File: config.mk
export PLATFORM = sky130hd
export DESIGN_NAME = moving_average_min_max_unit_flat
export DESIGN_NICKNAME = d
export VERILOG_FILES = /design/src/hdl/mamm_pkg.sv /design/src/hdl/mamm_channels.sv /design/src/hdl/moving_average_min_max_unit.sv /design/src/hdl/mamm_queue.sv /design/src/hdl/mamm_front.sv /design/src/hdl/mamm_divider.sv /design/src/hdl/mamm_back.sv /design/src/flat_wrapper.sv
export SDC_FILE = /design/constraint.sdc
export NUM_CORES = 1
export LEC_CHECK = 0
export ABC_AREA = 1
export BUFFER_PORTS_ARGS = -buffer_cell sky130_fd_sc_hd__buf_2
export CORE_MARGIN = 5
export CORE_UTILIZATION = 60
export DETAILED_ROUTE_END_ITERATION = 16
export PLACE_DENSITY = 0.77
export SETUP_SLACK_MARGIN = 0.15
export SLEW_MARGIN = 20
export SYNTH_ARGS = -nofsm -noshare
export SYNTH_HDL_FRONTEND = slang
export SYNTH_SLANG_ARGS = --single-unit
File: constraint.sdc
create_clock -name clk -period 4.7 [get_ports clk]
set_clock_uncertainty 0.2 [all_clocks]
set_input_delay 0.705 -clock clk [delete_from_list [all_inputs] [get_ports clk]]
set_output_delay 0.705 -clock clk [all_outputs]
set_load 0.02 [all_outputs]
File: src/hdl/mamm_pkg.sv
// Package for the moving average and min/max unit.
// Holds the fixed widths, the back-end state type and the status structs.
// No dependencies.
package mamm_pkg;

    localparam int CFG_BITS = 7;
    localparam int WIN_CALC_BITS = 8;
    localparam logic [CFG_BITS-1:0] WINDOW_RESET = 7'd8;
    localparam int QUEUE_DEPTH = 2;

    typedef enum logic [2:0] {
        BK_IDLE,
        BK_READ,
        BK_SUM,
        BK_START,
        BK_DIV,
        BK_DONE
    } back_state_t;

    typedef struct packed {
        logic full;
        logic empty;
    } q_stat_t;

    typedef struct packed {
        logic busy;
        logic done;
    } div_stat_t;

endpackage

File: src/hdl/mamm_channels.sv
// Handshake channels of the moving average and min/max unit.
// Sample, result and window-length configuration words; uses mamm_pkg.
interface mamm_sample_if #(parameter int SAMPLE_BITS = 16) ();
    logic                          valid;
    logic                          ready;
    logic signed [SAMPLE_BITS-1:0] sample;

    modport source (output valid, output sample, input ready);
    modport sink (input valid, input sample, output ready);
endinterface

interface mamm_result_if #(parameter int SAMPLE_BITS = 16) ();
    logic                          valid;
    logic                          ready;
    logic signed [SAMPLE_BITS-1:0] last_value;
    logic signed [SAMPLE_BITS-1:0] window_mean;
    logic signed [SAMPLE_BITS-1:0] lowest_seen;
    logic signed [SAMPLE_BITS-1:0] highest_seen;

    modport source (output valid, output last_value, output window_mean,
                    output lowest_seen, output highest_seen, input ready);
    modport sink (input valid, input last_value, input window_mean,
                  input lowest_seen, input highest_seen, output ready);
endinterface

interface mamm_cfg_if import mamm_pkg::*; ();
    logic                valid;
    logic                ready;
    logic [CFG_BITS-1:0] window_length;

    modport source (output valid, output window_length, input ready);
    modport sink (input valid, input window_length, output ready);
endinterface

File: src/hdl/moving_average_min_max_unit.sv
// Top level of the moving average and min/max unit.
// Instantiates mamm_front, mamm_queue, mamm_back and mamm_divider; uses mamm_pkg.
//
// Channel   Direction  Payload
// samples   in         sample
// results   out        last_value, window_mean, lowest_seen, highest_seen
// cfg       in         window_length
//
// Each word passes through the read, sum, start, divide and done states of the back end;
// the divide state waits on the bit-serial divider, which produces one mean bit per cycle.
// Reset clears the window, the sum and the extremes and sets the window length to 8.
// A two-entry queue lets the front keep taking words while the back end works, and
// the result register lets the back end start the next word while a result waits.
module moving_average_min_max_unit import mamm_pkg::*; #(
    parameter int WINDOW_MAX  = 64,
    parameter int SAMPLE_BITS = 16
) (
    input  logic          clk,
    input  logic          rst_n,
    mamm_sample_if.sink   samples,
    mamm_result_if.source results,
    mamm_cfg_if.sink      cfg
);

    localparam int SUM_BITS   = SAMPLE_BITS + $clog2(WINDOW_MAX) + 1;
    localparam int DIV_BITS   = $clog2(WINDOW_MAX + 1);
    localparam int ENTRY_BITS = 3 * SAMPLE_BITS;

    q_stat_t                    q_stat;
    div_stat_t                  div_stat;
    logic                       push;
    logic                       pop;
    logic [ENTRY_BITS-1:0]      push_data;
    logic [ENTRY_BITS-1:0]      pop_data;
    logic                       div_start;
    logic signed [SUM_BITS-1:0] div_dividend;
    logic [DIV_BITS-1:0]        div_divisor;
    logic [SAMPLE_BITS-1:0]     div_quotient;

    mamm_front #(
        .SAMPLE_BITS(SAMPLE_BITS)
    ) u_front (
        .clk      (clk),
        .rst_n    (rst_n),
        .samples  (samples),
        .q_stat   (q_stat),
        .push     (push),
        .push_data(push_data)
    );

    mamm_queue #(
        .WIDTH(ENTRY_BITS)
    ) u_queue (
        .clk      (clk),
        .rst_n    (rst_n),
        .push     (push),
        .push_data(push_data),
        .pop      (pop),
        .pop_data (pop_data),
        .stat     (q_stat)
    );

    mamm_back #(
        .SAMPLE_BITS(SAMPLE_BITS),
        .WINDOW_MAX (WINDOW_MAX),
        .SUM_BITS   (SUM_BITS),
        .DIV_BITS   (DIV_BITS)
    ) u_back (
        .clk         (clk),
        .rst_n       (rst_n),
        .cfg         (cfg),
        .results     (results),
        .q_stat      (q_stat),
        .pop         (pop),
        .pop_data    (pop_data),
        .div_start   (div_start),
        .div_dividend(div_dividend),
        .div_divisor (div_divisor),
        .div_stat    (div_stat),
        .div_quotient(div_quotient)
    );

    mamm_divider #(
        .SAMPLE_BITS(SAMPLE_BITS),
        .SUM_BITS   (SUM_BITS),
        .DIV_BITS   (DIV_BITS)
    ) u_divider (
        .clk     (clk),
        .rst_n   (rst_n),
        .start   (div_start),
        .dividend(div_dividend),
        .divisor (div_divisor),
        .stat    (div_stat),
        .quotient(div_quotient)
    );

`ifndef NO_ASSERTIONS
    a_extremes_bracket_zero: assert property (@(posedge clk) disable iff (!rst_n)
        results.valid |-> (results.lowest_seen <= 0) && (results.highest_seen >= 0))
        else $error("Extremes do not bracket zero.");

    a_last_within_extremes: assert property (@(posedge clk) disable iff (!rst_n)
        results.valid |-> (results.lowest_seen <= results.last_value)
                       && (results.last_value <= results.highest_seen))
        else $error("Last word lies outside the running extremes.");

    a_divider_single_done: assert property (@(posedge clk) disable iff (!rst_n)
        div_stat.done |=> !div_stat.done)
        else $error("Divider signaled completion twice in a row.");
`endif

endmodule

File: src/hdl/mamm_queue.sv
// Short queue between the front end and the back end.
// Depends on mamm_pkg for the depth and the status struct.
module mamm_queue import mamm_pkg::*; #(
    parameter int WIDTH = 48
) (
    input  logic             clk,
    input  logic             rst_n,
    input  logic             push,
    input  logic [WIDTH-1:0] push_data,
    input  logic             pop,
    output logic [WIDTH-1:0] pop_data,
    output q_stat_t          stat
);

    localparam int QPTR_BITS = $clog2(QUEUE_DEPTH);

    logic [WIDTH-1:0]     slot_reg [QUEUE_DEPTH];
    logic [QPTR_BITS-1:0] wr_ptr_reg, wr_ptr_next;
    logic [QPTR_BITS-1:0] rd_ptr_reg, rd_ptr_next;
    logic [QPTR_BITS:0]   count_reg, count_next;

    always_comb
    begin
        wr_ptr_next = wr_ptr_reg;
        rd_ptr_next = rd_ptr_reg;
        count_next  = count_reg;
        if (push)
        begin
            wr_ptr_next = (wr_ptr_reg == QPTR_BITS'(QUEUE_DEPTH - 1)) ? '0 : wr_ptr_reg + 1'b1;
        end
        if (pop)
        begin
            rd_ptr_next = (rd_ptr_reg == QPTR_BITS'(QUEUE_DEPTH - 1)) ? '0 : rd_ptr_reg + 1'b1;
        end
        if (push && !pop)
        begin
            count_next = count_reg + 1'b1;
        end
        else if (pop && !push)
        begin
            count_next = count_reg - 1'b1;
        end
    end

    always_ff @(posedge clk or negedge rst_n)
    begin
        if (!rst_n)
        begin
            wr_ptr_reg <= '0;
            rd_ptr_reg <= '0;
            count_reg  <= '0;
        end
        else
        begin
            wr_ptr_reg <= wr_ptr_next;
            rd_ptr_reg <= rd_ptr_next;
            count_reg  <= count_next;
        end
    end

    always_ff @(posedge clk)
    begin
        if (push)
        begin
            slot_reg[wr_ptr_reg] <= push_data;
        end
    end

    assign pop_data   = slot_reg[rd_ptr_reg];
    assign stat.full  = (count_reg == (QPTR_BITS + 1)'(QUEUE_DEPTH));
    assign stat.empty = (count_reg == '0);

endmodule

File: src/hdl/mamm_front.sv
// Front end: accepts sample words and tracks the running minimum and maximum.
// Depends on mamm_pkg and mamm_sample_if; feeds mamm_queue.
module mamm_front import mamm_pkg::*; #(
    parameter int SAMPLE_BITS = 16
) (
    input  logic                       clk,
    input  logic                       rst_n,
    mamm_sample_if.sink                samples,
    input  q_stat_t                    q_stat,
    output logic                       push,
    output logic [3*SAMPLE_BITS-1:0]   push_data
);

    logic signed [SAMPLE_BITS-1:0] min_reg, min_next;
    logic signed [SAMPLE_BITS-1:0] max_reg, max_next;

    assign samples.ready = !q_stat.full;
    assign push          = samples.valid && samples.ready;

    always_comb
    begin
        min_next = min_reg;
        max_next = max_reg;
        if (push && (samples.sample < min_reg))
        begin
            min_next = samples.sample;
        end
        if (push && (samples.sample > max_reg))
        begin
            max_next = samples.sample;
        end
    end

    always_ff @(posedge clk or negedge rst_n)
    begin
        if (!rst_n)
        begin
            min_reg <= '0;
            max_reg <= '0;
        end
        else
        begin
            min_reg <= min_next;
            max_reg <= max_next;
        end
    end

    assign push_data = {samples.sample, min_next, max_next};

endmodule

File: src/hdl/mamm_divider.sv
// Bit-serial restoring divider for the window mean, one quotient bit a cycle.
// Depends on mamm_pkg for the status struct.
module mamm_divider import mamm_pkg::*; #(
    parameter int SAMPLE_BITS = 16,
    parameter int SUM_BITS    = 23,
    parameter int DIV_BITS    = 7
) (
    input  logic                       clk,
    input  logic                       rst_n,
    input  logic                       start,
    input  logic signed [SUM_BITS-1:0] dividend,
    input  logic [DIV_BITS-1:0]        divisor,
    output div_stat_t                  stat,
    output logic [SAMPLE_BITS-1:0]     quotient
);

    localparam int MAG_BITS = SUM_BITS - 1;
    localparam int CNT_BITS = $clog2(MAG_BITS + 1);

    logic                busy_reg, busy_next;
    logic                done_reg, done_next;
    logic [CNT_BITS-1:0] cnt_reg, cnt_next;
    logic [DIV_BITS-1:0] rem_reg, rem_next;
    logic [MAG_BITS-1:0] quo_reg, quo_next;
    logic [DIV_BITS-1:0] dvs_reg, dvs_next;
    logic                neg_reg, neg_next;
    logic [SUM_BITS-1:0] mag_full;
    logic [DIV_BITS:0]   rem_shift;
    logic [DIV_BITS:0]   rem_diff;
    logic [SAMPLE_BITS-1:0] quo_low;

    always_comb
    begin
        mag_full  = dividend[SUM_BITS-1] ? (~dividend + 1'b1) : dividend;
        rem_shift = {rem_reg, quo_reg[MAG_BITS-1]};
        rem_diff  = rem_shift - {1'b0, dvs_reg};
        busy_next = busy_reg;
        done_next = 1'b0;
        cnt_next  = cnt_reg;
        rem_next  = rem_reg;
        quo_next  = quo_reg;
        dvs_next  = dvs_reg;
        neg_next  = neg_reg;
        if (start)
        begin
            busy_next = 1'b1;
            cnt_next  = CNT_BITS'(MAG_BITS);
            rem_next  = '0;
            quo_next  = mag_full[MAG_BITS-1:0];
            dvs_next  = divisor;
            neg_next  = dividend[SUM_BITS-1];
        end
        else if (busy_reg)
        begin
            if (rem_shift >= {1'b0, dvs_reg})
            begin
                rem_next = rem_diff[DIV_BITS-1:0];
                quo_next = {quo_reg[MAG_BITS-2:0], 1'b1};
            end
            else
            begin
                rem_next = rem_shift[DIV_BITS-1:0];
                quo_next = {quo_reg[MAG_BITS-2:0], 1'b0};
            end
            cnt_next = cnt_reg - 1'b1;
            if (cnt_reg == CNT_BITS'(1))
            begin
                busy_next = 1'b0;
                done_next = 1'b1;
            end
        end
    end

    always_ff @(posedge clk or negedge rst_n)
    begin
        if (!rst_n)
        begin
            busy_reg <= 1'b0;
            done_reg <= 1'b0;
            cnt_reg  <= '0;
        end
        else
        begin
            busy_reg <= busy_next;
            done_reg <= done_next;
            cnt_reg  <= cnt_next;
        end
    end

    always_ff @(posedge clk)
    begin
        rem_reg <= rem_next;
        quo_reg <= quo_next;
        dvs_reg <= dvs_next;
        neg_reg <= neg_next;
    end

    assign quo_low    = quo_reg[SAMPLE_BITS-1:0];
    assign quotient   = neg_reg ? (~quo_low + 1'b1) : quo_low;
    assign stat.busy  = busy_reg;
    assign stat.done  = done_reg;

endmodule

File: src/hdl/mamm_back.sv
// Back end: sample line memory, window sum, divider control and result register.
// Depends on mamm_pkg, mamm_cfg_if and mamm_result_if; drives mamm_divider.
module mamm_back import mamm_pkg::*; #(
    parameter int SAMPLE_BITS = 16,
    parameter int WINDOW_MAX  = 64,
    parameter int SUM_BITS    = 23,
    parameter int DIV_BITS    = 7
) (
    input  logic                       clk,
    input  logic                       rst_n,
    mamm_cfg_if.sink                   cfg,
    mamm_result_if.source              results,
    input  q_stat_t                    q_stat,
    output logic                       pop,
    input  logic [3*SAMPLE_BITS-1:0]   pop_data,
    output logic                       div_start,
    output logic signed [SUM_BITS-1:0] div_dividend,
    output logic [DIV_BITS-1:0]        div_divisor,
    input  div_stat_t                  div_stat,
    input  logic [SAMPLE_BITS-1:0]     div_quotient
);

    localparam int PTR_BITS = $clog2(WINDOW_MAX);

    back_state_t state_reg, state_next;

    logic [CFG_BITS-1:0]            win_reg;
    logic [PTR_BITS-1:0]            ptr_reg, ptr_next;
    logic                           wrapped_reg, wrapped_next;
    logic signed [SUM_BITS-1:0]     sum_reg, sum_next;
    logic signed [SAMPLE_BITS-1:0]  cur_sample_reg, cur_min_reg, cur_max_reg;
    logic [SAMPLE_BITS-1:0]         mean_reg;
    logic [SAMPLE_BITS-1:0]         rd_data_reg;
    logic [SAMPLE_BITS-1:0]         line_mem [WINDOW_MAX];
    logic                           out_valid_reg, out_valid_next;
    logic signed [SAMPLE_BITS-1:0]  out_last_reg, out_mean_reg, out_low_reg, out_high_reg;

    logic                           cfg_wr;
    logic                           mem_rd, mem_wr, sum_upd, out_load;
    logic [WIN_CALC_BITS-1:0]       win_ext, eff_full, last_full;
    logic [PTR_BITS-1:0]            last_idx;
    logic [SAMPLE_BITS-1:0]         oldest;

    assign cfg.ready = 1'b1;
    assign cfg_wr    = cfg.valid;

    always_comb
    begin
        win_ext = WIN_CALC_BITS'(win_reg);
        if (win_ext == '0)
        begin
            eff_full = WIN_CALC_BITS'(1);
        end
        else if (win_ext > WIN_CALC_BITS'(WINDOW_MAX))
        begin
            eff_full = WIN_CALC_BITS'(WINDOW_MAX);
        end
        else
        begin
            eff_full = win_ext;
        end
        last_full = eff_full - WIN_CALC_BITS'(1);
        last_idx  = last_full[PTR_BITS-1:0];
    end

    always_comb
    begin
        state_next = state_reg;
        unique case (state_reg)
            BK_IDLE:
            begin
                if (!q_stat.empty)
                begin
                    state_next = BK_READ;
                end
            end
            BK_READ:  state_next = BK_SUM;
            BK_SUM:   state_next = BK_START;
            BK_START: state_next = BK_DIV;
            BK_DIV:
            begin
                if (div_stat.done)
                begin
                    state_next = BK_DONE;
                end
            end
            BK_DONE:
            begin
                if (!out_valid_reg || results.ready)
                begin
                    state_next = BK_IDLE;
                end
            end
            default:  state_next = BK_IDLE;
        endcase
    end

    always_comb
    begin
        pop       = 1'b0;
        mem_rd    = 1'b0;
        mem_wr    = 1'b0;
        sum_upd   = 1'b0;
        div_start = 1'b0;
        out_load  = 1'b0;
        unique case (state_reg)
            BK_IDLE:  pop = !q_stat.empty;
            BK_READ:  mem_rd = 1'b1;
            BK_SUM:
            begin
                mem_wr  = 1'b1;
                sum_upd = 1'b1;
            end
            BK_START: div_start = 1'b1;
            BK_DIV:   ;
            BK_DONE:  out_load = !out_valid_reg || results.ready;
            default:  ;
        endcase
    end

    always_comb
    begin
        oldest       = wrapped_reg ? rd_data_reg : '0;
        sum_next     = sum_reg;
        ptr_next     = ptr_reg;
        wrapped_next = wrapped_reg;
        if (cfg_wr)
        begin
            sum_next     = '0;
            ptr_next     = '0;
            wrapped_next = 1'b0;
        end
        else if (sum_upd)
        begin
            sum_next = sum_reg
                     - {{(SUM_BITS - SAMPLE_BITS){oldest[SAMPLE_BITS-1]}}, oldest}
                     + {{(SUM_BITS - SAMPLE_BITS){cur_sample_reg[SAMPLE_BITS-1]}},
                        cur_sample_reg};
            if (ptr_reg == last_idx)
            begin
                ptr_next     = '0;
                wrapped_next = 1'b1;
            end
            else
            begin
                ptr_next = ptr_reg + 1'b1;
            end
        end
    end

    always_comb
    begin
        out_valid_next = out_valid_reg;
        if (out_load)
        begin
            out_valid_next = 1'b1;
        end
        else if (results.ready)
        begin
            out_valid_next = 1'b0;
        end
    end

    always_ff @(posedge clk or negedge rst_n)
    begin
        if (!rst_n)
        begin
            state_reg     <= BK_IDLE;
            win_reg       <= WINDOW_RESET;
            ptr_reg       <= '0;
            wrapped_reg   <= 1'b0;
            sum_reg       <= '0;
            out_valid_reg <= 1'b0;
        end
        else
        begin
            state_reg     <= state_next;
            if (cfg_wr)
            begin
                win_reg <= cfg.window_length;
            end
            ptr_reg       <= ptr_next;
            wrapped_reg   <= wrapped_next;
            sum_reg       <= sum_next;
            out_valid_reg <= out_valid_next;
        end
    end

    always_ff @(posedge clk)
    begin
        if (mem_wr)
        begin
            line_mem[ptr_reg] <= cur_sample_reg;
        end
        if (mem_rd)
        begin
            rd_data_reg <= line_mem[ptr_reg];
        end
    end

    always_ff @(posedge clk)
    begin
        if (pop)
        begin
            cur_sample_reg <= pop_data[3*SAMPLE_BITS-1:2*SAMPLE_BITS];
            cur_min_reg    <= pop_data[2*SAMPLE_BITS-1:SAMPLE_BITS];
            cur_max_reg    <= pop_data[SAMPLE_BITS-1:0];
        end
        if (div_stat.done)
        begin
            mean_reg <= div_quotient;
        end
        if (out_load)
        begin
            out_last_reg <= cur_sample_reg;
            out_mean_reg <= mean_reg;
            out_low_reg  <= cur_min_reg;
            out_high_reg <= cur_max_reg;
        end
    end

    assign div_dividend         = sum_reg;
    assign div_divisor          = eff_full[DIV_BITS-1:0];
    assign results.valid        = out_valid_reg;
    assign results.last_value   = out_last_reg;
    assign results.window_mean  = out_mean_reg;
    assign results.lowest_seen  = out_low_reg;
    assign results.highest_seen = out_high_reg;

endmodule
File: src/flat_wrapper.sv
// flat-port wrapper written by rule: the top's interface ports become plain ports
module moving_average_min_max_unit_flat import mamm_pkg::*;
#(
    parameter int WINDOW_MAX  = 64,
    parameter int SAMPLE_BITS = 16
)
  (clk, rst_n, samples_valid, samples_sample, samples_ready, results_valid, results_last_value, results_window_mean, results_lowest_seen, results_highest_seen, results_ready, cfg_valid, cfg_window_length, cfg_ready);
  mamm_sample_if #(.SAMPLE_BITS(SAMPLE_BITS)) samples_i ();
  mamm_result_if #(.SAMPLE_BITS(SAMPLE_BITS)) results_i ();
  mamm_cfg_if cfg_i ();
  input  logic clk;
  input  logic rst_n;
  input wire logic [$bits(samples_i.valid)-1:0] samples_valid;
  input wire logic [$bits(samples_i.sample)-1:0] samples_sample;
  output wire logic [$bits(samples_i.ready)-1:0] samples_ready;
  output wire logic [$bits(results_i.valid)-1:0] results_valid;
  output wire logic [$bits(results_i.last_value)-1:0] results_last_value;
  output wire logic [$bits(results_i.window_mean)-1:0] results_window_mean;
  output wire logic [$bits(results_i.lowest_seen)-1:0] results_lowest_seen;
  output wire logic [$bits(results_i.highest_seen)-1:0] results_highest_seen;
  input wire logic [$bits(results_i.ready)-1:0] results_ready;
  input wire logic [$bits(cfg_i.valid)-1:0] cfg_valid;
  input wire logic [$bits(cfg_i.window_length)-1:0] cfg_window_length;
  output wire logic [$bits(cfg_i.ready)-1:0] cfg_ready;
  assign samples_i.valid = samples_valid;
  assign samples_i.sample = samples_sample;
  assign samples_ready = samples_i.ready;
  assign results_valid = results_i.valid;
  assign results_last_value = results_i.last_value;
  assign results_window_mean = results_i.window_mean;
  assign results_lowest_seen = results_i.lowest_seen;
  assign results_highest_seen = results_i.highest_seen;
  assign results_i.ready = results_ready;
  assign cfg_i.valid = cfg_valid;
  assign cfg_i.window_length = cfg_window_length;
  assign cfg_ready = cfg_i.ready;
  moving_average_min_max_unit #(.WINDOW_MAX(WINDOW_MAX), .SAMPLE_BITS(SAMPLE_BITS)) u_core (.clk(clk), .rst_n(rst_n), .samples(samples_i), .results(results_i), .cfg(cfg_i));
endmodule
==> results.sh <==
export IMPL_worst_slew_pin_slew_ns=1.130
export IMPL_worst_r2r_startpoint="u_core.u_back.ptr_reg[0]$_DFFE_PN0P_"
export IMPL_floorplan_die_area_mm2=0.09861
export IMPL_clkSlewWorstSetupHoldPaths_ns=0.06
export IMPL_die_height_um=314.0
export IMPL_cell_at_the_slowest_stage_of_the_critical_path="dfrtp_1"
export IMPL_hold_ws_ns=0.02294
export IMPL_grt_first_pass_wirelength_um=219600
export IMPL_first_global_vias=35530
export IMPL_clkSinkCount=1385
export IMPL_detail_route_wl_per_cell_um=24.91
export IMPL_totalNegativeSetupSlack_ns=0
export IMPL_largest_net_degree_at_the_start_of_global_routing=89
export IMPL_hold_path_class="primary input to flip-flop"
export IMPL_layout_commonest_cell="nand2_1"
export IMPL_timing_reg2reg_setup_slack_ns=0.93
export IMPL_buffer_ports_inserted=93
export IMPL_synth_compound_area_frac=0.04925
export IMPL_commonest_cells_after_routing_fill_and_taps_aside="nand2_1, edfxtp_1, inv_1"
export IMPL_ctsHoldBuffers=7
export IMPL_setup_worst_path_end="u_core.u_back.rd_data_reg[9]$_DFFE_PN_"
export IMPL_floorplan_core_area_mm2=0.09166
export IMPL_remaining_drc_errors=0
export IMPL_cell_taking_the_most_area_after_synthesis="edfxtp_1"
export IMPL_timing_critical_path_slowest_cell_delay_ns=0.82
export IMPL_ratio_of_final_minimum_period_to_clock_period=0.8016
export IMPL_dp_final_hpwl_um=88590
export IMPL_num_io_pins=95
export IMPL_detailed_route_iter0_violations=5041
export IMPL_layout_area_overhead_vs_synth_pct=12.62
export IMPL_cts_inserted_buffers=137
export IMPL_crit_start="u_core.u_back.ptr_reg[0]$_DFFE_PN0P_"
export IMPL_initial_standard_cell_utilization_of_the_core=0.6050
export IMPL_timing_max_cap_violations=0
export IMPL_post_cts_resized_instances=0
export IMPL_synth_edf_count=1294
export IMPL_die_w_um=314.0
export IMPL_arrival_ns=4.04
export IMPL_grt_antenna_before_repair=5
export IMPL_cp_max_fo=55
export IMPL_globalRoute_totalOverflow=0
export IMPL_final_hold_viol_count=0
export IMPL_layout_nets=4739
export IMPL_sequential_element_share_of_the_synthesized_area=0.7411
export IMPL_globalRouteTotalUtil=0.2964
export IMPL_layout_filler_cells=6129
export IMPL_setup_viol=0
export IMPL_synth_flop_cell="edfxtp_1"
export IMPL_rows=111
export IMPL_clock_insertion_delay_worst_skew_ns=0.74
export IMPL_setup_worst_path_start_class="flip-flop"
export IMPL_cell_at_the_root_of_the_clock_tree="clkbuf_16"
export IMPL_critical_path_reg2reg_endpoint="u_core.u_back.rd_data_reg[9]$_DFFE_PN_"
export IMPL_r2r_worst_path_cells=11
export IMPL_vdd_ir_drop_worst_mv=0.5108
export IMPL_yosys_area_share_adder=0.02364
export IMPL_rsz0062_at_grt="false"
export IMPL_post_route_cells_drive_above_1_share=0.09710
export IMPL_post_synth_instance_area_mm2=0.05546
export IMPL_synth_warnings=0
export IMPL_number_of_flip_flops_under_the_largest_register_name=1024
export IMPL_endpoint_kind="flip-flop"
export IMPL_final_min_clock_period_ns=3.768
export IMPL_crit_chain="inv_2 > nand3_2 > inv_4 > buf_12 > buf_4 > nand2_1 > nand4_1 > o21ai_1 > nand2_1 > nor2_1 > nand2_1"
export IMPL_vias=36290
export IMPL_postSynthNetCount=4512
export IMPL_slew_limit_headroom=0.2466
export IMPL_post_cts_repair_setup_buffers=0
export IMPL_clock_tree_htree_level_count=4
export IMPL_drt_wl_total_um=147300
export IMPL_postSynthCellCount=4393
export IMPL_slew_violations=0
export IMPL_simple_gate_area_share_of_the_yosys_netlist=0.1450
export IMPL_critPathKind="flip-flop to flip-flop"
export IMPL_avgSynthCellArea_um2=12.62
export IMPL_final_core_util=0.6814
export IMPL_yosys_area_share_xor_xnor=0.006949
export IMPL_route_antenna_remaining_nets=0
export IMPL_clock_fmax_ghz=0.2654
export IMPL_synth_mux_area_frac=0
export IMPL_finalWeightedCongestion=0.9125
export IMPL_synth_area_top_cells="edfxtp_1, nand2_1, dfrtp_1"
export IMPL_unique_cell_type_count_in_the_yosys_netlist=48
export IMPL_critPathRequiredTime_ns=4.97
export IMPL_yosysTopAreaCellShare=0.7007
export IMPL_cpMostUsedCell="nand2_1"
export IMPL_outcome="complete, no violations"
export IMPL_vias_per_cell=6.135
export IMPL_synth_async_sr_flop_share=0.06065
export IMPL_power_mw=38.00
export IMPL_tritoncts="built"
export IMPL_static_leakage_power_nw=23.37
export IMPL_first_pass_iters=7
export IMPL_ys_seq_elements=1385
export IMPL_cts_max_path_buffers=3
export IMPL_synth_top_family_by_area="simple AND/OR/NAND/NOR gates"
export IMPL_pwr_density_cell_mw_per_mm2=608.5
[how the worst min path moves through the flow]
stage                                                      start                                               to  cells past startpoint
after floorplan           u_core.u_back.cur_max_reg[0]$_DFFE_PP_  u_core.u_back.results.highest_seen[0]$_DFFE_PP_                      0
after global placement      u_core.u_back.mean_reg[10]$_DFFE_PP_  u_core.u_back.results.window_mean[10]$_DFFE_PP_                      0
after detailed placement    u_core.u_back.mean_reg[10]$_DFFE_PP_  u_core.u_back.results.window_mean[10]$_DFFE_PP_                      0
after CTS                                   cfg_window_length[5]             u_core.u_back.win_reg[5]$_DFFE_PN0P_                      3
after global routing                        cfg_window_length[5]             u_core.u_back.win_reg[5]$_DFFE_PN0P_                      3
final                                       cfg_window_length[5]             u_core.u_back.win_reg[5]$_DFFE_PN0P_                      3
[layer usage]
layer,up-vias,GRT usage,part of all wire
li1,15910,-,-
met4,4,0.1209,0.042
met1,17630,0.4115,0.37
met5,-,0,0.00022
met2,2407,0.4619,0.46
met3,342,0.06919,0.13
[metrics by stage]
step	cells	instance area, µm²	setup WS, ns
6_report	5915	62450	0.9324
5_1_grt	5915	62450	0.7650
4_1_cts	5913	62450	1.057
3_5_place_dp	5660	57980	1.047
3_3_place_gp	5660	57980	0.9044
2_1_floorplan	4393	55460	0.4012
[power by group]
group | total (mW) | internal [mW] | switching [mW] | leakage, nW
registers | 16.9 | 16.2 | 0.722 | 12.9
logic | 10.3 | 2.71 | 7.62 | 8.36
clock network | 10.7 | 6.19 | 4.55 | 2.13
total | 38.0 | 25.1 | 12.9 | 23.4
[kinds of logic after synthesis]
kind of cell | Yosys count
AOI/OAI and AO/OA | 458
xor gates and xnor gates | 44
adders and majority gates | 91
buffers and inverters | 469
DFF | 1385
other | 1
and+or+nand+nor | 1945
[worst max-delay path, delay by kind of cell (launching register included)]
family,cells,cell delay (ns)
and+or+nand+nor,6,1.16
buffers and inverters,4,1.14
DFF,1,0.82
AOI/OAI and AO/OA,1,0.16
[Yosys cell counts, drive strengths merged, types with 2 or more instances]
cell	n
fa	23
xnor2	4
a21oi	100
or2	3
o22ai	10
clkinv	3
nor2	241
xor2	40
nand4	169
edfxtp	1294
o21a	3
o211ai	4
nand3	149
dfrtp	83
clkbuf	65
nor3	26
nor4	4
a31oi	7
nand2	1344
inv	311
o2111ai	4
and3	3
nand3b	3
and2	3
o21bai	2
dfxtp	7
a22oi	128
o21ai	184
o2bb2ai	11
buf	90
o31ai	3
ha	68
[layout make-up]
class / instances / area, µm² / area share
Timing Repair Buffer: 243 / 1699 / 0.02721
Inverter: 314 / 1189 / 0.01903
Clock buffer: 175 / 3740 / 0.05988
Clock inverter: 71 / 661.9 / 0.01060
Multi-Input combinational cell: 2539 / 12580 / 0.2014
Tap cell: 1186 / 1484 / 0.02376
Antenna cell: 2 / 5.005 / 0.00008013
Sequential cell: 1385 / 41100 / 0.6581
(Power assumes the default switching activity.)
